`src/design/pcw_pkg.sv`:
```
`default_nettype none
package pcw_pkg;

	// request codes as they arrive on req_type
	typedef enum logic [1:0] {
		OP_LOAD  = 2'd0,
		OP_QUERY = 2'd1,
		OP_CLEAR = 2'd2,
		OP_NONE  = 2'd3
	} op_t;

	localparam logic [2:0] ST_COMPLETE  = 3'd0;
	localparam logic [2:0] ST_MISSING   = 3'd1;
	localparam logic [2:0] ST_NO_MOTHER = 3'd2;
	localparam logic [2:0] ST_CYCLE     = 3'd3;
	localparam logic [2:0] ST_DUP       = 3'd4;
	localparam logic [2:0] ST_DEPTH     = 3'd5;

	localparam int ID_W  = 32;
	// table word: {duplicate, id, mother}
	localparam int ENT_W = 2 * ID_W + 1;

	typedef struct packed {
		op_t              op;
		logic [ID_W-1:0]  id;
		logic [ID_W-1:0]  mother;
		logic [ID_W-1:0]  anc;
	} item_t;

endpackage
`default_nettype wire

```
`src/design/pcw_front.sv`:
```
`default_nettype none
module pcw_front (
	input  wire logic          clk,
	input  wire logic          arst_n,
	input  wire logic          in_valid,
	output logic               in_ready,
	input  wire logic [1:0]    req_type,
	input  wire logic [31:0]   track_id,
	input  wire logic [31:0]   mother_track_id,
	input  wire logic [31:0]   ancestor_track_id,
	output logic               q_valid,
	output pcw_pkg::item_t     q_item,
	input  wire logic          q_pop
);
	import pcw_pkg::*;

	// two-entry request queue; unused codes are dropped on entry
	item_t       slot_q [2];
	logic        wptr_q, rptr_q;
	logic [1:0]  cnt_q;
	logic        push;
	logic        pop;
	op_t         op_in;

	assign op_in    = op_t'(req_type);
	assign in_ready = (cnt_q != 2'd2);
	assign push     = in_valid && in_ready && (op_in != OP_NONE);
	assign q_valid  = (cnt_q != 2'd0);
	assign pop      = q_pop && q_valid;
	assign q_item   = slot_q[rptr_q];

	always_ff @(posedge clk) begin
		if (push) begin
			slot_q[wptr_q] <= '{op: op_in, id: track_id, mother: mother_track_id,
				anc: ancestor_track_id};
		end
	end

	always_ff @(posedge clk or negedge arst_n) begin
		if (!arst_n) begin
			wptr_q <= 1'b0;
			rptr_q <= 1'b0;
			cnt_q  <= 2'd0;
		end else begin
			if (push) wptr_q <= ~wptr_q;
			if (pop)  rptr_q <= ~rptr_q;
			case ({push, pop})
				2'b10:   cnt_q <= cnt_q + 2'd1;
				2'b01:   cnt_q <= cnt_q - 2'd1;
				default: cnt_q <= cnt_q;
			endcase
		end
	end
endmodule
`default_nettype wire

```
`config.mk`:
```
export PLATFORM = sky130hd
export DESIGN_NAME = pcw_front
export DESIGN_NICKNAME = d
export VERILOG_FILES = /design/src/design/pcw_pkg.sv /design/src/design/pcw_front.sv
export SDC_FILE = /design/constraint.sdc
export NUM_CORES = 1
export LEC_CHECK = 0
export ABC_AREA = 1
export BUFFER_PORTS_ARGS = -buffer_cell sky130_fd_sc_hd__buf_2
export CORE_UTILIZATION = 52
export DETAILED_ROUTE_END_ITERATION = 10
export HOLD_SLACK_MARGIN = 0.12
export PLACE_DENSITY = 0.79
export SLEW_MARGIN = 40
export SYNTH_ARGS = -nofsm -noshare
export SYNTH_HDL_FRONTEND = slang
export SYNTH_SLANG_ARGS = --single-unit
```
`constraint.sdc`:
```
create_clock -name clk -period 6.8 [get_ports clk]
set_input_delay 1.7 -clock clk [delete_from_list [all_inputs] [get_ports clk]]
set_output_delay 1.7 -clock clk [all_outputs]
set_load 0.05 [all_outputs]
```
==> impl_metrics.yaml <==
clock_network:
  clock_sinks: 200
  post_cts_buffers: 0
  clkSlewWorstSetupHoldPaths_ns: 0.07
  root_buffer: "clkbuf_16"
  htreeDepth: 4
  hold_buffers: 0
  cts_resized: 0
  cts_buffers: 17
  clk_latency_ns: 0.42
  clock_path_buffers: 2
  cts_tree: "done"
synth:
  yosys.area.top_type: "edfxtp_1"
  synth-edff-count: 196
  syn_inst: 543
  synth-seq-cells: 200
  synth_ff_type: "edfxtp_1"
  synth_commonest_cells: "306 x nand2_1, 196 x edfxtp_1, 16 x buf_2, 7 x inv_1, 4 x dfrtp_1"
  yosysTopAreaCellShare_pct: 80.1
  synth_most_common_cell: "nand2_1"
  synthTopCellsByArea: "edfxtp_1 80%, nand2_1 16%, dfrtp_1 1.4%"
  synth_cell_types: 13
  avgSynthCellArea_um2: 13.5
  synth-seq-area-share_pct: 81.5
  synth-warning-count: 0
  syn_area_um2: 7340
  ys_async_sr_fraction_pct: 2.00
  synthesis.nets: 646
hold_path:
  hp-class: "reg2reg"
sta:
  final-setup-viol-count: 0
  fin_skew_ns: 0.00398
  drv_slew: 0
  slew_headroom_pct: 52.1
  fin_hold_ws_ns: 0.527
  rsz0062_at_grt: "no"
  finalHoldViolCount: 0
  fmax_mhz: 259
  tightest_slew_ns: 0.718
  period_share_pct: 56.7
  min_period_ns: 3.86
  setup_tns_ns: 0
job:
  maxCapViolCount: 0
critical_path:
  critPathMaxFanout: 99
  cpMaxStageDelayCell: "dfrtp_4"
  required_ns: 5.10
  r2r_start: "cnt_q[0]"
  start_kind: "flip-flop"
  end_kind: "primary output"
  cp.arrival_ns: 2.16
  timing.critical_path.cells: "inv_6 > nand2_1 > nand2_1 > buf_2"
  path_class: "reg2out"
  max_stage_delay_ns: 0.62
  reg2reg_to: "slot_q[0][57]"
  startpoint: "rptr_q"
  rrSetupSlack_ns: 4.62
  cp-endpoint: "q_item[43]"
  crit_top_cell: "nand2_1"
  r2r_cells: 5
pwr:
  power.leakage_nw: 3.95
  finalPower_mw: 4.73
  p_per_area_nw_per_um2: 516
  ir_worst_vdd_v: 0.000418
drt:
  drt-total-wl_um: 14200
  drt_iter0_markers: 279
  ant_nets: 0
  num_vias: 4601
  firstDrtPassIters: 6
  via_per_inst: 4.88
  drc: 0
  wl_per_cell_um: 15.1
floorplan:
  die_area_um2: 14600
  core_area_um2: 13800
  ioPinCount: 202
  rows: 43
  start_util_pct: 53.1
  die_w_um: 121
  die_h_um: 121
cells_and_area:
  post-route-util_pct: 66.3
  synthToLayoutAreaGrowth_pct: 24.7
  drive_gt1_share_pct: 31.6
  finalNetCount: 851
global_routing:
  first_global_vias: 4523
  antenna_found_initial: 3
  gr-total-overflow: 0
  track_usage_pct: 20.4
  grt_max_degree: 100
  grt_pass1_wl_um: 22000
placed_design:
  dp_hpwl_um: 9350
  finalWeightedCongestion: 0.743
  port_buffers: 201
outcome:
  status: "completed"
==> power by group <==
part / total (mW) / switching [mW] / internal, mW
Combinational: 2.05 / 1.65 / 0.396
Clock: 0.987 / 0.411 / 0.576
Sequential: 1.69 / 0.0806 / 1.61
==> through the flow <==
| step | setup WS, ns | cells | area (um^2) |
|---|---|---|---|
| floorplan | 0.233 | 543 | 7340 |
| global placement | 2.81 | 905 | 8490 |
| detailed placement | 3.11 | 909 | 8560 |
| CTS | 2.91 | 940 | 9150 |
| global route | 2.79 | 942 | 9160 |
| finish | 2.94 | 943 | 9160 |
==> flip-flops by register name (all words and copies together), names as in the netlist <==
register / cells
cnt_q: 2
wptr_q: 1
slot_q: 196
rptr_q: 1
==> cell usage in the layout (no fill, tap or decap) <==
master	n
buf_12	3
buf_2	201
buf_6	1
buf_8	2
bufinv_16	3
clkbuf_1	2
clkbuf_16	17
clkinv_2	4
clkinv_4	1
clkinvlp_4	3
dfrtp_1	3
dfrtp_4	1
diode_2	3
edfxtp_1	196
ha_1	1
inv_1	6
inv_4	1
inv_6	1
inv_8	1
nand2_1	306
nand3_1	3
nand4_1	2
nor2_4	1
xnor2_1	1
==> final cells by class <==
cell class	count	area (um^2)
repair buffers	207	1110
diodes	3	7.51
fillers	980	4670
multi-input cells	314	1210
clock inverters	12	153
well taps	180	225
flip-flops and latches	200	5990
inverters	8	37.5
clock buffers	19	433
==> per-layer routing <==
metal / GRT usage (%) / routed length [um] / vias to the layer above
li1: - / - / 2237
met1: 24.0 / 5520 / 2159
met2: 34.3 / 7430 / 175
met3: 5.38 / 855 / 30
met4: 10.6 / 425 / 0
met5: 0 / 0 / -
==> worst max-delay path: cells and delay by family (launching register included) <==
| kind | cells | cell delay, ns |
|---|---|---|
| buffers and inverters | 2 | 0.82 |
| flip-flops | 1 | 0.62 |
| AND/OR/NAND/NOR | 2 | 0.25 |
==> worst min path at each step <==
stage                     startpoint       end  slack, ns  cells past startpoint
after floorplan               wptr_q    wptr_q       0.44                      2
final                       cnt_q[0]  cnt_q[0]       0.53                      1
after global placement        wptr_q    wptr_q       0.45                      2
after CTS                   cnt_q[0]  cnt_q[0]       0.52                      1
after detailed placement    cnt_q[0]  cnt_q[0]       0.50                      1
after global routing        cnt_q[0]  cnt_q[0]       0.55                      1
==> kinds of logic (layout without fill, tap and decap cells) <==
kind of cell | after synthesis | in the layout | share of synthesized area (%)
AND/OR/NAND/NOR | 312 | 312 | 16.1
XOR/XNOR | 1 | 1 | 0.119
other | 0 | 3 | 0
flip-flops | 200 | 200 | 81.5
buffers and inverters | 29 | 246 | 2.15
adder cells (fa/ha/maj) | 1 | 1 | 0.170
No activity file was read; power rests on OpenSTA's default activity.
